===== config.mk =====
export PLATFORM = sky130hd
export DESIGN_NAME = force_layout_node_step_core
export DESIGN_NICKNAME = d
export VERILOG_FILES = /design/src/rtl/core/flns_pkg.sv /design/src/rtl/core/force_layout_node_step_core.sv /design/src/rtl/core/flns_mul.sv /design/src/rtl/core/flns_div.sv
export SDC_FILE = /design/constraint.sdc
export NUM_CORES = 2
export LEC_CHECK = 0
export BUFFER_PORTS_ARGS = -buffer_cell sky130_fd_sc_hd__buf_2
export CAP_MARGIN = 0
export CORE_MARGIN = 2
export CORE_UTILIZATION = 30
export CTS_BUF_LIST = sky130_fd_sc_hd__clkbuf_4 sky130_fd_sc_hd__clkbuf_8 sky130_fd_sc_hd__clkbuf_16
export CTS_CLUSTER_SIZE = 28
export DETAILED_ROUTE_END_ITERATION = 8
export GPL_ROUTABILITY_DRIVEN = 0
export PLACE_DENSITY = 0.47
export SLEW_MARGIN = 0
export SYNTH_ARGS = -nofsm -noshare
export SYNTH_HDL_FRONTEND = slang
export SYNTH_SLANG_ARGS = --single-unit
export TNS_END_PERCENT = 5

===== constraint.sdc =====
create_clock -name clk -period 14.7 [get_ports clk]
set_clock_uncertainty 0.15 [all_clocks]
set_input_delay 1.47 -clock clk [delete_from_list [all_inputs] [get_ports clk]]
set_output_delay 1.47 -clock clk [all_outputs]
set_load 0.01 [all_outputs]

===== src/rtl/core/flns_pkg.sv =====
`timescale 1ns / 1ps
`default_nettype none
// Shared types and constants for the force layout node step block.
// No dependencies; imported by the core, flns_mul and the bench.

package flns_pkg;

  localparam int COORD_WIDTH_DEF = 24;
  localparam int MAX_EDGES       = 255;

  localparam int REQ_W     = 2;
  localparam int EDGE_W    = 8;
  localparam int GAIN_W    = 16;
  localparam int CFG_W     = 16;
  localparam int CFG_IDX_W = 2;
  localparam int ACC_W     = 40;
  localparam int ADIV_W    = 26;

  // fixed-point scaling of the two force terms
  localparam int REPEL_SHIFT = 15;
  localparam int ATTR_SHIFT  = 7;
  // distances at or beyond 2^BIG_BIT give a repulsion term under one LSB
  localparam int BIG_BIT     = 31;
  localparam int QUO_MIN_W   = 32;

  localparam logic [REQ_W-1:0] REQ_START   = 2'd0;
  localparam logic [REQ_W-1:0] REQ_REPEL   = 2'd1;
  localparam logic [REQ_W-1:0] REQ_ATTRACT = 2'd2;

  localparam logic [CFG_IDX_W-1:0] REG_WEIGHT = 2'd0;
  localparam logic [CFG_IDX_W-1:0] REG_GAIN   = 2'd1;
  localparam logic [CFG_IDX_W-1:0] REG_DEAD   = 2'd2;

  localparam logic [CFG_W-1:0] WEIGHT_RST = 16'd256;
  localparam logic [CFG_W-1:0] GAIN_RST   = 16'd150;
  localparam logic [CFG_W-1:0] DEAD_RST   = 16'd256;

  typedef enum logic [2:0] {
    S_IDLE,
    S_PREP,
    S_MUL,
    S_DIV,
    S_ACC,
    S_DEAD,
    S_OUT
  } flns_state_t;

endpackage

`default_nettype wire


===== src/rtl/core/force_layout_node_step_core.sv =====
`timescale 1ns / 1ps
`default_nettype none
// Force-directed layout: next position of one node from a set of items.
// Depends on flns_pkg, flns_mul (serial multiplier), flns_div (serial divider).
//
// Usage: an item is taken at a clock edge with start high and busy low.
// A set is a start item (own position, edge count, held flag), then any
// number of repel items (other scene nodes) and attract items (edge
// neighbors); the item with in_last high closes the set. Exactly one cycle
// of out_valid then carries out_new_x/out_new_y (saturated) and out_moved.
// The receiver cannot stall; the strobe comes regardless.
// Each item is registered and decoded in S_PREP. A start item, an unused
// type or a skipped repel/attract item goes straight back to S_IDLE; an
// attract item passes S_DIV and S_ACC, a repel item S_MUL, S_DIV and S_ACC.
// The repel path uses the bit-serial multiplier for the squares and the
// gain products, and every force term comes from the bit-serial divider
// (Q = max(32, W+7) quotient bits, W = COORD_WIDTH). An item with in_last
// then passes S_DEAD and S_OUT; out_valid is high in the cycle the block
// goes idle again. No new item is taken until the block is back in S_IDLE.
// Configuration registers may be written at any time the block is idle.
// Reset clears position, velocities, held flag and edge divisor to zero
// and loads the register defaults; no result is pending after reset.

module force_layout_node_step_core #(
  parameter int COORD_WIDTH = flns_pkg::COORD_WIDTH_DEF
) (
  input  logic                              clk,
  input  logic                              rst_n,
  input  logic                              start,
  output logic                              busy,
  input  logic [flns_pkg::REQ_W-1:0]        in_req_type,
  input  logic signed [COORD_WIDTH-1:0]     in_pos_x,
  input  logic signed [COORD_WIDTH-1:0]     in_pos_y,
  input  logic [flns_pkg::EDGE_W-1:0]       in_edge_count,
  input  logic                              in_held,
  input  logic                              in_last,
  output logic                              out_valid,
  output logic signed [COORD_WIDTH-1:0]     out_new_x,
  output logic signed [COORD_WIDTH-1:0]     out_new_y,
  output logic                              out_moved,
  input  logic                              cfg_wr_en,
  input  logic [flns_pkg::CFG_IDX_W-1:0]    cfg_index,
  input  logic [flns_pkg::CFG_W-1:0]        cfg_wdata
);
  import flns_pkg::*;

  localparam int DIFF_W = COORD_WIDTH + 1;
  localparam int MAG_W  = COORD_WIDTH;
  localparam int PROD_W = MAG_W + GAIN_W;
  localparam int NUM_W  = PROD_W + REPEL_SHIFT;
  localparam int SQ_W   = 2 * MAG_W + 1;
  localparam int DEN_W  = (SQ_W > ADIV_W) ? SQ_W : ADIV_W;
  localparam int QUO_W  = (COORD_WIDTH + ATTR_SHIFT > QUO_MIN_W) ?
                          COORD_WIDTH + ATTR_SHIFT : QUO_MIN_W;
  localparam int SUM_W  = ((ACC_W > QUO_W + 1) ? ACC_W : QUO_W + 1) + 1;
  localparam int POS_W  = ((ACC_W > COORD_WIDTH) ? ACC_W : COORD_WIDTH) + 1;

  // ---------------------------------------------------------------- registers
  flns_state_t state_r, state_nxt;

  logic [CFG_W-1:0] weight_r, weight_nxt;
  logic [CFG_W-1:0] gain_r, gain_nxt;
  logic [CFG_W-1:0] dz_r, dz_nxt;

  logic [REQ_W-1:0]              req_r;
  logic signed [COORD_WIDTH-1:0] px_r, py_r;
  logic [EDGE_W-1:0]             edge_r;
  logic                          held_in_r, last_r;

  logic signed [COORD_WIDTH-1:0] self_x_r, self_x_nxt, self_y_r, self_y_nxt;
  logic                          held_r, held_nxt;
  logic signed [ACC_W-1:0]       vel_x_r, vel_x_nxt, vel_y_r, vel_y_nxt;
  logic [ADIV_W-1:0]             adiv_r, adiv_nxt;
  logic                          sx_r, sx_nxt, sy_r, sy_nxt;

  logic                          out_valid_r, out_valid_nxt;
  logic signed [COORD_WIDTH-1:0] new_x_r, new_x_nxt, new_y_r, new_y_nxt;
  logic                          moved_r, moved_nxt;

  // ---------------------------------------------------------------- control
  logic ld_item, ld_start, prep_en, mul_go, div_go, use_mul;
  logic acc_en, dead_en, out_en;

  // ---------------------------------------------------------------- datapath
  logic signed [DIFF_W-1:0] dsub_x, dsub_y;
  logic [MAG_W-1:0]         mag_x, mag_y;
  logic                     rep_skip, att_skip;

  logic [EDGE_W-1:0]  edge_cl;
  logic [EDGE_W:0]    edge_p1;
  logic [CFG_W-1:0]   w_eff;
  logic [ADIV_W-1:0]  adiv_new;

  logic               mul_done, div_done;
  logic [SQ_W-1:0]    sq_sum;
  logic [PROD_W-1:0]  prod_x, prod_y;
  logic [NUM_W-1:0]   div_num_x, div_num_y;
  logic [DEN_W-1:0]   div_den;
  logic [QUO_W-1:0]   quo_x, quo_y;

  logic signed [SUM_W-1:0] term_x, term_y, vsum_x, vsum_y;
  logic signed [ACC_W-1:0] vx_sat, vy_sat;

  logic [ACC_W-1:0] vmag_x, vmag_y;
  logic             dead_clr;

  logic signed [POS_W-1:0]       psum_x, psum_y;
  logic signed [COORD_WIDTH-1:0] nx, ny;

  // self - node; its magnitude never exceeds 2^W - 1
  assign dsub_x = {self_x_r[COORD_WIDTH-1], self_x_r} - {px_r[COORD_WIDTH-1], px_r};
  assign dsub_y = {self_y_r[COORD_WIDTH-1], self_y_r} - {py_r[COORD_WIDTH-1], py_r};
  assign mag_x  = dsub_x[DIFF_W-1] ? MAG_W'(-dsub_x) : MAG_W'(dsub_x);
  assign mag_y  = dsub_y[DIFF_W-1] ? MAG_W'(-dsub_y) : MAG_W'(dsub_y);

  assign rep_skip = ((mag_x == '0) && (mag_y == '0))
                 || (|(mag_x >> BIG_BIT)) || (|(mag_y >> BIG_BIT));
  assign att_skip = (adiv_r == '0);

  // attraction divisor (edges + 1) * weight, weight 0 taken as 1
  assign edge_cl  = (32'(edge_r) > 32'(MAX_EDGES)) ? EDGE_W'(MAX_EDGES) : edge_r;
  assign edge_p1  = {1'b0, edge_cl} + (EDGE_W+1)'(1);
  assign w_eff    = (weight_r == '0) ? CFG_W'(1) : weight_r;
  assign adiv_new = ADIV_W'(edge_p1) * ADIV_W'(w_eff);

  flns_mul #(
    .MAG_W (MAG_W)
  ) u_mul (
    .clk    (clk),
    .rst_n  (rst_n),
    .go     (mul_go),
    .mag_x  (mag_x),
    .mag_y  (mag_y),
    .gain   (gain_r),
    .done   (mul_done),
    .sq_sum (sq_sum),
    .prod_x (prod_x),
    .prod_y (prod_y)
  );

  // repel: |d| * g * 2^15 / (dx^2 + dy^2); attract: |d| * 2^7 / divisor
  assign div_num_x = use_mul ? NUM_W'({prod_x, {REPEL_SHIFT{1'b0}}})
                             : NUM_W'({mag_x, {ATTR_SHIFT{1'b0}}});
  assign div_num_y = use_mul ? NUM_W'({prod_y, {REPEL_SHIFT{1'b0}}})
                             : NUM_W'({mag_y, {ATTR_SHIFT{1'b0}}});
  assign div_den   = use_mul ? DEN_W'(sq_sum) : DEN_W'(adiv_r);

  flns_div #(
    .NUM_W (NUM_W),
    .DEN_W (DEN_W),
    .QUO_W (QUO_W)
  ) u_div (
    .clk   (clk),
    .rst_n (rst_n),
    .go    (div_go),
    .num_x (div_num_x),
    .num_y (div_num_y),
    .den   (div_den),
    .done  (div_done),
    .quo_x (quo_x),
    .quo_y (quo_y)
  );

  // saturating velocity accumulation
  assign term_x = sx_r ? -(SUM_W'(quo_x)) : SUM_W'(quo_x);
  assign term_y = sy_r ? -(SUM_W'(quo_y)) : SUM_W'(quo_y);
  assign vsum_x = {{(SUM_W-ACC_W){vel_x_r[ACC_W-1]}}, vel_x_r} + term_x;
  assign vsum_y = {{(SUM_W-ACC_W){vel_y_r[ACC_W-1]}}, vel_y_r} + term_y;

  assign vx_sat = ((vsum_x[SUM_W-1:ACC_W-1] == '0) || (vsum_x[SUM_W-1:ACC_W-1] == '1))
                ? vsum_x[ACC_W-1:0]
                : {vsum_x[SUM_W-1], {(ACC_W-1){~vsum_x[SUM_W-1]}}};
  assign vy_sat = ((vsum_y[SUM_W-1:ACC_W-1] == '0) || (vsum_y[SUM_W-1:ACC_W-1] == '1))
                ? vsum_y[ACC_W-1:0]
                : {vsum_y[SUM_W-1], {(ACC_W-1){~vsum_y[SUM_W-1]}}};

  // dead zone
  assign vmag_x   = vel_x_r[ACC_W-1] ? ACC_W'(-vel_x_r) : ACC_W'(vel_x_r);
  assign vmag_y   = vel_y_r[ACC_W-1] ? ACC_W'(-vel_y_r) : ACC_W'(vel_y_r);
  assign dead_clr = !held_r && (vmag_x < ACC_W'(dz_r)) && (vmag_y < ACC_W'(dz_r));

  // new position, saturated to the coordinate range
  assign psum_x = {{(POS_W-COORD_WIDTH){self_x_r[COORD_WIDTH-1]}}, self_x_r}
                + {{(POS_W-ACC_W){vel_x_r[ACC_W-1]}}, vel_x_r};
  assign psum_y = {{(POS_W-COORD_WIDTH){self_y_r[COORD_WIDTH-1]}}, self_y_r}
                + {{(POS_W-ACC_W){vel_y_r[ACC_W-1]}}, vel_y_r};

  always_comb begin
    if (held_r) begin
      nx = self_x_r;
      ny = self_y_r;
    end else begin
      nx = ((psum_x[POS_W-1:COORD_WIDTH-1] == '0) || (psum_x[POS_W-1:COORD_WIDTH-1] == '1))
         ? psum_x[COORD_WIDTH-1:0]
         : {psum_x[POS_W-1], {(COORD_WIDTH-1){~psum_x[POS_W-1]}}};
      ny = ((psum_y[POS_W-1:COORD_WIDTH-1] == '0) || (psum_y[POS_W-1:COORD_WIDTH-1] == '1))
         ? psum_y[COORD_WIDTH-1:0]
         : {psum_y[POS_W-1], {(COORD_WIDTH-1){~psum_y[POS_W-1]}}};
    end
  end

  // ---------------------------------------------------------------- FSM
  always_comb begin
    state_nxt = state_r;
    unique case (state_r)
      S_IDLE: begin
        if (start) state_nxt = S_PREP;
      end
      S_PREP: begin
        priority if (req_r == REQ_REPEL && !rep_skip) begin
          state_nxt = S_MUL;
        end else if (req_r == REQ_ATTRACT && !att_skip) begin
          state_nxt = S_DIV;
        end else begin
          state_nxt = last_r ? S_DEAD : S_IDLE;
        end
      end
      S_MUL: begin
        if (mul_done) state_nxt = S_DIV;
      end
      S_DIV: begin
        if (div_done) state_nxt = S_ACC;
      end
      S_ACC: begin
        state_nxt = last_r ? S_DEAD : S_IDLE;
      end
      S_DEAD: begin
        state_nxt = S_OUT;
      end
      S_OUT: begin
        state_nxt = S_IDLE;
      end
      default: begin
        state_nxt = S_IDLE;
      end
    endcase
  end

  always_comb begin
    busy     = (state_r != S_IDLE);
    ld_item  = (state_r == S_IDLE) && start;
    prep_en  = (state_r == S_PREP);
    ld_start = prep_en && (req_r == REQ_START);
    mul_go   = prep_en && (req_r == REQ_REPEL) && !rep_skip;
    use_mul  = (state_r == S_MUL);
    div_go   = (prep_en && (req_r == REQ_ATTRACT) && !att_skip) || (use_mul && mul_done);
    acc_en   = (state_r == S_ACC);
    dead_en  = (state_r == S_DEAD);
    out_en   = (state_r == S_OUT);
  end

  // ---------------------------------------------------------------- next state
  always_comb begin
    weight_nxt = weight_r;
    gain_nxt   = gain_r;
    dz_nxt     = dz_r;
    if (cfg_wr_en) begin
      unique case (cfg_index)
        REG_WEIGHT: weight_nxt = cfg_wdata;
        REG_GAIN:   gain_nxt   = cfg_wdata;
        REG_DEAD:   dz_nxt     = cfg_wdata;
        default:    ;
      endcase
    end
  end

  always_comb begin
    self_x_nxt = self_x_r;
    self_y_nxt = self_y_r;
    held_nxt   = held_r;
    vel_x_nxt  = vel_x_r;
    vel_y_nxt  = vel_y_r;
    adiv_nxt   = adiv_r;
    sx_nxt     = sx_r;
    sy_nxt     = sy_r;
    if (ld_start) begin
      self_x_nxt = px_r;
      self_y_nxt = py_r;
      held_nxt   = held_in_r;
      vel_x_nxt  = '0;
      vel_y_nxt  = '0;
      adiv_nxt   = adiv_new;
    end
    if (prep_en) begin
      // repel pushes along self - node, attract pulls along node - self
      sx_nxt = (req_r == REQ_REPEL) ? dsub_x[DIFF_W-1] : ~dsub_x[DIFF_W-1];
      sy_nxt = (req_r == REQ_REPEL) ? dsub_y[DIFF_W-1] : ~dsub_y[DIFF_W-1];
    end
    if (acc_en) begin
      vel_x_nxt = vx_sat;
      vel_y_nxt = vy_sat;
    end
    if (dead_en && dead_clr) begin
      vel_x_nxt = '0;
      vel_y_nxt = '0;
    end
    if (out_en) begin
      self_x_nxt = nx;
      self_y_nxt = ny;
    end
  end

  always_comb begin
    out_valid_nxt = out_en;
    new_x_nxt     = new_x_r;
    new_y_nxt     = new_y_r;
    moved_nxt     = moved_r;
    if (out_en) begin
      new_x_nxt = nx;
      new_y_nxt = ny;
      moved_nxt = (nx != self_x_r) || (ny != self_y_r);
    end
  end

  // ---------------------------------------------------------------- flops
  always_ff @(posedge clk) begin
    if (!rst_n) begin
      state_r     <= S_IDLE;
      weight_r    <= WEIGHT_RST;
      gain_r      <= GAIN_RST;
      dz_r        <= DEAD_RST;
      self_x_r    <= '0;
      self_y_r    <= '0;
      held_r      <= 1'b0;
      vel_x_r     <= '0;
      vel_y_r     <= '0;
      adiv_r      <= '0;
      out_valid_r <= 1'b0;
    end else begin
      state_r     <= state_nxt;
      weight_r    <= weight_nxt;
      gain_r      <= gain_nxt;
      dz_r        <= dz_nxt;
      self_x_r    <= self_x_nxt;
      self_y_r    <= self_y_nxt;
      held_r      <= held_nxt;
      vel_x_r     <= vel_x_nxt;
      vel_y_r     <= vel_y_nxt;
      adiv_r      <= adiv_nxt;
      out_valid_r <= out_valid_nxt;
    end
  end

  always_ff @(posedge clk) begin
    if (ld_item) begin
      req_r     <= in_req_type;
      px_r      <= in_pos_x;
      py_r      <= in_pos_y;
      edge_r    <= in_edge_count;
      held_in_r <= in_held;
      last_r    <= in_last;
    end
    sx_r    <= sx_nxt;
    sy_r    <= sy_nxt;
    new_x_r <= new_x_nxt;
    new_y_r <= new_y_nxt;
    moved_r <= moved_nxt;
  end

  assign out_valid = out_valid_r;
  assign out_new_x = new_x_r;
  assign out_new_y = new_y_r;
  assign out_moved = moved_r;

endmodule

`default_nettype wire


===== src/rtl/core/flns_mul.sv =====
`timescale 1ns / 1ps
`default_nettype none
// Bit-serial shift-and-add multiplier: dx^2+dy^2, dx*gain and dy*gain,
// one multiplier bit per cycle. Uses flns_pkg for the gain width.

module flns_mul #(
  parameter int MAG_W = flns_pkg::COORD_WIDTH_DEF
) (
  input  logic                                  clk,
  input  logic                                  rst_n,
  input  logic                                  go,
  input  logic [MAG_W-1:0]                      mag_x,
  input  logic [MAG_W-1:0]                      mag_y,
  input  logic [flns_pkg::GAIN_W-1:0]           gain,
  output logic                                  done,
  output logic [2*MAG_W:0]                      sq_sum,
  output logic [MAG_W+flns_pkg::GAIN_W-1:0]     prod_x,
  output logic [MAG_W+flns_pkg::GAIN_W-1:0]     prod_y
);
  import flns_pkg::*;

  localparam int CNT_W = $clog2(MAG_W + 1);

  logic             run_r, run_nxt;
  logic             done_r, done_nxt;
  logic [CNT_W-1:0] cnt_r, cnt_nxt;

  logic [MAG_W-1:0]  ax_r, ax_nxt, ay_r, ay_nxt;
  logic [MAG_W-1:0]  bx_r, bx_nxt, by_r, by_nxt;
  logic [GAIN_W-1:0] g_r, g_nxt;
  logic [MAG_W:0]    sh_r, sh_nxt;
  logic [MAG_W-1:0]  sl_r, sl_nxt;
  logic [GAIN_W-1:0] xh_r, xh_nxt, yh_r, yh_nxt;
  logic [MAG_W-1:0]  xl_r, xl_nxt, yl_r, yl_nxt;

  logic [MAG_W+1:0]  t_sq;
  logic [GAIN_W:0]   t_x, t_y;

  // product high halves take the partial sum, low halves collect the bit shifted out
  assign t_sq = {1'b0, sh_r} + (MAG_W+2)'(bx_r[0] ? ax_r : '0)
                             + (MAG_W+2)'(by_r[0] ? ay_r : '0);
  assign t_x  = {1'b0, xh_r} + (GAIN_W+1)'(bx_r[0] ? g_r : '0);
  assign t_y  = {1'b0, yh_r} + (GAIN_W+1)'(by_r[0] ? g_r : '0);

  always_comb begin
    run_nxt  = run_r;
    done_nxt = 1'b0;
    cnt_nxt  = cnt_r;
    ax_nxt   = ax_r;
    ay_nxt   = ay_r;
    bx_nxt   = bx_r;
    by_nxt   = by_r;
    g_nxt    = g_r;
    sh_nxt   = sh_r;
    sl_nxt   = sl_r;
    xh_nxt   = xh_r;
    xl_nxt   = xl_r;
    yh_nxt   = yh_r;
    yl_nxt   = yl_r;
    if (go) begin
      run_nxt = 1'b1;
      cnt_nxt = '0;
      ax_nxt  = mag_x;
      ay_nxt  = mag_y;
      bx_nxt  = mag_x;
      by_nxt  = mag_y;
      g_nxt   = gain;
      sh_nxt  = '0;
      xh_nxt  = '0;
      yh_nxt  = '0;
    end else if (run_r) begin
      bx_nxt = bx_r >> 1;
      by_nxt = by_r >> 1;
      sh_nxt = t_sq[MAG_W+1:1];
      sl_nxt = {t_sq[0], sl_r[MAG_W-1:1]};
      xh_nxt = t_x[GAIN_W:1];
      xl_nxt = {t_x[0], xl_r[MAG_W-1:1]};
      yh_nxt = t_y[GAIN_W:1];
      yl_nxt = {t_y[0], yl_r[MAG_W-1:1]};
      cnt_nxt = cnt_r + CNT_W'(1);
      if (cnt_r == CNT_W'(MAG_W - 1)) begin
        run_nxt  = 1'b0;
        done_nxt = 1'b1;
      end
    end
  end

  always_ff @(posedge clk) begin
    if (!rst_n) begin
      run_r  <= 1'b0;
      done_r <= 1'b0;
      cnt_r  <= '0;
    end else begin
      run_r  <= run_nxt;
      done_r <= done_nxt;
      cnt_r  <= cnt_nxt;
    end
  end

  always_ff @(posedge clk) begin
    ax_r <= ax_nxt;
    ay_r <= ay_nxt;
    bx_r <= bx_nxt;
    by_r <= by_nxt;
    g_r  <= g_nxt;
    sh_r <= sh_nxt;
    sl_r <= sl_nxt;
    xh_r <= xh_nxt;
    xl_r <= xl_nxt;
    yh_r <= yh_nxt;
    yl_r <= yl_nxt;
  end

  assign done   = done_r;
  assign sq_sum = {sh_r, sl_r};
  assign prod_x = {xh_r, xl_r};
  assign prod_y = {yh_r, yl_r};

endmodule

`default_nettype wire


===== src/rtl/core/flns_div.sv =====
`timescale 1ns / 1ps
`default_nettype none
// Radix-2 restoring divider, two lanes (x and y) over one shared divisor,
// one quotient bit per cycle. Standalone; widths come from the core.

module flns_div #(
  parameter int NUM_W = 63,
  parameter int DEN_W = 49,
  parameter int QUO_W = 32
) (
  input  logic             clk,
  input  logic             rst_n,
  input  logic             go,
  input  logic [NUM_W-1:0] num_x,
  input  logic [NUM_W-1:0] num_y,
  input  logic [DEN_W-1:0] den,
  output logic             done,
  output logic [QUO_W-1:0] quo_x,
  output logic [QUO_W-1:0] quo_y
);

  localparam int CNT_W = $clog2(QUO_W + 1);

  logic             run_r, run_nxt;
  logic             done_r, done_nxt;
  logic [CNT_W-1:0] cnt_r, cnt_nxt;

  logic [DEN_W-1:0] d_r, d_nxt;
  logic [DEN_W-1:0] rx_r, rx_nxt, ry_r, ry_nxt;
  // numerator low bits shift out at the top while quotient bits shift in below
  logic [QUO_W-1:0] qx_r, qx_nxt, qy_r, qy_nxt;

  logic [DEN_W:0] tx, ty, dext;
  logic           gex, gey;

  assign dext = {1'b0, d_r};
  assign tx   = {rx_r, qx_r[QUO_W-1]};
  assign ty   = {ry_r, qy_r[QUO_W-1]};
  assign gex  = tx >= dext;
  assign gey  = ty >= dext;

  always_comb begin
    run_nxt  = run_r;
    done_nxt = 1'b0;
    cnt_nxt  = cnt_r;
    d_nxt    = d_r;
    rx_nxt   = rx_r;
    ry_nxt   = ry_r;
    qx_nxt   = qx_r;
    qy_nxt   = qy_r;
    if (go) begin
      // quotient is known to fit QUO_W bits, so the upper part is below den
      run_nxt = 1'b1;
      cnt_nxt = '0;
      d_nxt   = den;
      rx_nxt  = DEN_W'(num_x >> QUO_W);
      ry_nxt  = DEN_W'(num_y >> QUO_W);
      qx_nxt  = num_x[QUO_W-1:0];
      qy_nxt  = num_y[QUO_W-1:0];
    end else if (run_r) begin
      rx_nxt  = gex ? DEN_W'(tx - dext) : tx[DEN_W-1:0];
      ry_nxt  = gey ? DEN_W'(ty - dext) : ty[DEN_W-1:0];
      qx_nxt  = {qx_r[QUO_W-2:0], gex};
      qy_nxt  = {qy_r[QUO_W-2:0], gey};
      cnt_nxt = cnt_r + CNT_W'(1);
      if (cnt_r == CNT_W'(QUO_W - 1)) begin
        run_nxt  = 1'b0;
        done_nxt = 1'b1;
      end
    end
  end

  always_ff @(posedge clk) begin
    if (!rst_n) begin
      run_r  <= 1'b0;
      done_r <= 1'b0;
      cnt_r  <= '0;
    end else begin
      run_r  <= run_nxt;
      done_r <= done_nxt;
      cnt_r  <= cnt_nxt;
    end
  end

  always_ff @(posedge clk) begin
    d_r  <= d_nxt;
    rx_r <= rx_nxt;
    ry_r <= ry_nxt;
    qx_r <= qx_nxt;
    qy_r <= qy_nxt;
  end

  assign done  = done_r;
  assign quo_x = qx_r;
  assign quo_y = qy_r;

endmodule

`default_nettype wire


==> run metrics <==
status finished, final reports clean; CP delay by family, top buffers and inverters; Synthesized Nets 7791; Largest stage delay, worst path 0.85 ns; WL final 218000 um; CORE AREA 204000 um2; synth cell count leaders 856 x nand2_1, 577 x a21oi_1, 539 x nor2_1; worst hold path class reg2reg; DP Area 65100 um2; CTS tree yes; crit path max-delay cell type buf_4; DR iter-0 viols 4430; Synth Register Bits 784; Max clock buf depth 3; gr ovfl total 0; Post-synth EDFFs 454; Post-Place Cells 9753; htree depth 3; DR WL/cell 22.0 um; CTS resizes 0; Die Ht 457 um; cell-internal power 7.83 mW; TNS Setup 0 ns; RSZ-0062 raised after global routing false; Sequential Power Share 23.3%; DR WL met2 97800 um; nature of the critical path endpoint flop; Synth area leader edfxtp_1; final instance area 68400 um2; Clock Latency Late Sink 0.74 ns; largest net degree at the start of global routing 113; distinct cell type count after synthesis 114; Std-Cell Rows 166; crit path DAT 8.58 ns; Area Overhead vs Synth 11.3%; die width 457 um; Clk network pwr share 16.1%; setup violators final 0; share of the synthesized area in the top cell type 22.2%; I/O pin cnt 133; Area contributors post-synth edfxtp_1 22%, dfxtp_1 11%, ha_1 9.1%, nand2_1 5.2%, a21oi_1 4.7%; Synth Cell Area 61500 um2; FFs w/ async S/R, synth 0%; Final ANT Viol Nets 0; PortBufs 132; Tcrit/Tclk final 57.2%; first-pass GRT wire length 327000 um; Synth Instances 7129; worst path bufs/invs 5; DRC Markers 0; critical-path cell list inv_1 > ha_1 > inv_1 > fa_1 > a211oi_1 > nor3_1 > o31a_1 > o211ai_1 > and3_1 > a211o_1 > nor4b_1 > o2111ai_1 > or4_1 > o211a_1 > xor2_2 > and4b_1 > a21oi_2 > nand2_4 > inv_6 > buf_4 > nor2_4 > buf_4; Slew @ Worst Pin 1.27 ns; nets@finish 7824; DRT Pass-1 Iters 6; sequential share of the synthesized area 32.9%; routed via count 53400; endpoints failing hold 0; maxcap violations 0; maximum vdd drop 0.000161 V; fin. max-slew vios 0; Slew headroom 14.9%; clock transition at the registers of the reported paths 0.06 ns; layout cell share with drive strength beyond 1 7.81%; initial antenna violation count 5; P_sw 7.57 mW; CP required 14.87 ns; total track usage 20.2%; CP startpoint kind flop; postcts setup bufs 0; Clock Sinks 784; number of global-route vias before repair 51300; starting density of the core 30.1%; Logic pwr share 60.6%; post-layout min period 8.41 ns; Num CTS Buffers 95; Power Dens Cells 225 nW/um2; maximum clock frequency 119 MHz; via-per-instance ratio 5.38; Leak 28.4 nW; die area 209000 um2; Net Sw Frac 49.2%; Root Driver clkbuf_16; hold buffers post-CTS 0; syn avg cell area 8.62 um2; top layer in use met5; Post-DP HPWL 167000 um; metal3 WL 10600 um; Met1 Wirelength 99900 um; Most used DFF post-synth edfxtp_1; Ys Warns 0; Setup CP Type reg2reg; Max FO, Critical Path 105; Non-Filler Instances 9935; most frequent cell after synthesis nand2_1
## logic make-up (layout without fill, tap and decap cells)
family                   Yosys count  count (layout)  synth area share [%]
XOR/XNOR                         437             437                  6.25
buffers and inverters            787             903                  5.06
other                              0               2                     0
AO/OA/AOI/OAI                   1991            1991                  20.8
flip-flops                       784             784                  32.9
AND/OR/NAND/NOR                 2391            2391                  18.6
multiplexers                     159             159                  2.93
adder cells (fa/ha/maj)          580             580                  13.4
## worst paths after layout
check | from | to | slack [ns] | depth (start not counted)
worst max-delay path | self_x_r[0] | u_mul.yl_r[23] | 6.29 | 22
worst min-delay path | gain_r[3] | u_mul.g_r[3] | 0.28 | 0
worst min register to register | gain_r[3] | u_mul.g_r[3] | 0.28 | 0
worst max register to register | self_x_r[0] | u_mul.yl_r[23] | 6.29 | 22
## power groups by stage
stage / sequential, mW / clock, mW / combinational [mW]
finish: 3.59 / 2.48 / 9.33
global route: 3.64 / 2.62 / 10.2
CTS: 3.58 / 2.55 / 9.24
detailed placement: 3.62 / 0 / 9.17
global placement: 3.62 / 0 / 9.15
floorplan: 3.43 / 0 / 6.37
## flip-flops by register name, summed over array words and instances (netlist names), 25 cells and up
signal and flops:
u_div.d_r 49, u_div.rx_r 49, u_div.ry_r 49, vel_x_r 40, vel_y_r 40, u_div.quo_x 32
u_div.quo_y 32, adiv_r 25, u_mul.sh_r 25
## layout make-up
class,count,area [um2]
diodes,2,5.00
clock buffers,126,2710
clock inverters,54,578
fillers,21300,136000
inverters,495,1870
multi-input cells,5558,38300
flip-flops and latches,784,20200
well taps,2688,3360
repair buffers,228,1380
## through the flow
step / total power [mW] / hold WS [ns] / util (%) / setup slack (ns)
2_1_floorplan: 9.79 / 0.258 / - / 6.15
3_3_place_gp: 12.8 / 0.263 / 31.9 / 6.60
3_5_place_dp: 12.8 / 0.266 / 31.9 / 6.48
4_1_cts: 15.4 / 0.280 / 33.5 / 6.44
5_1_grt: 16.4 / 0.286 / 33.5 / 5.93
6_report: 15.4 / 0.279 / 33.5 / 6.29
## cells in the final DEF (no fill, tap or decap), drive strengths merged, types with 63 or more instances in the layout
master / n
a21o: 194
a21oi: 580
a31oi: 79
and2: 143
buf: 228
clkbuf: 126
dfxtp: 330
edfxtp: 454
fa: 134
ha: 446
inv: 498
mux2i: 104
nand2: 858
nand2b: 110
nand3: 140
nand4: 63
nor2: 540
nor2b: 71
nor3: 139
o211ai: 88
o21ai: 489
or3: 72
xnor2: 304
xor2: 133
## metal layers
| metal | track usage [%] | vias to the layer above |
|---|---|---|
| met5 | 0 | - |
| li1 | - | 25700 |
| met3 | 2.47 | 359 |
| met1 | 27.4 | 25900 |
| met4 | 8.72 | 2 |
| met2 | 32.4 | 1414 |
No activity file was read; power rests on OpenSTA's default activity.
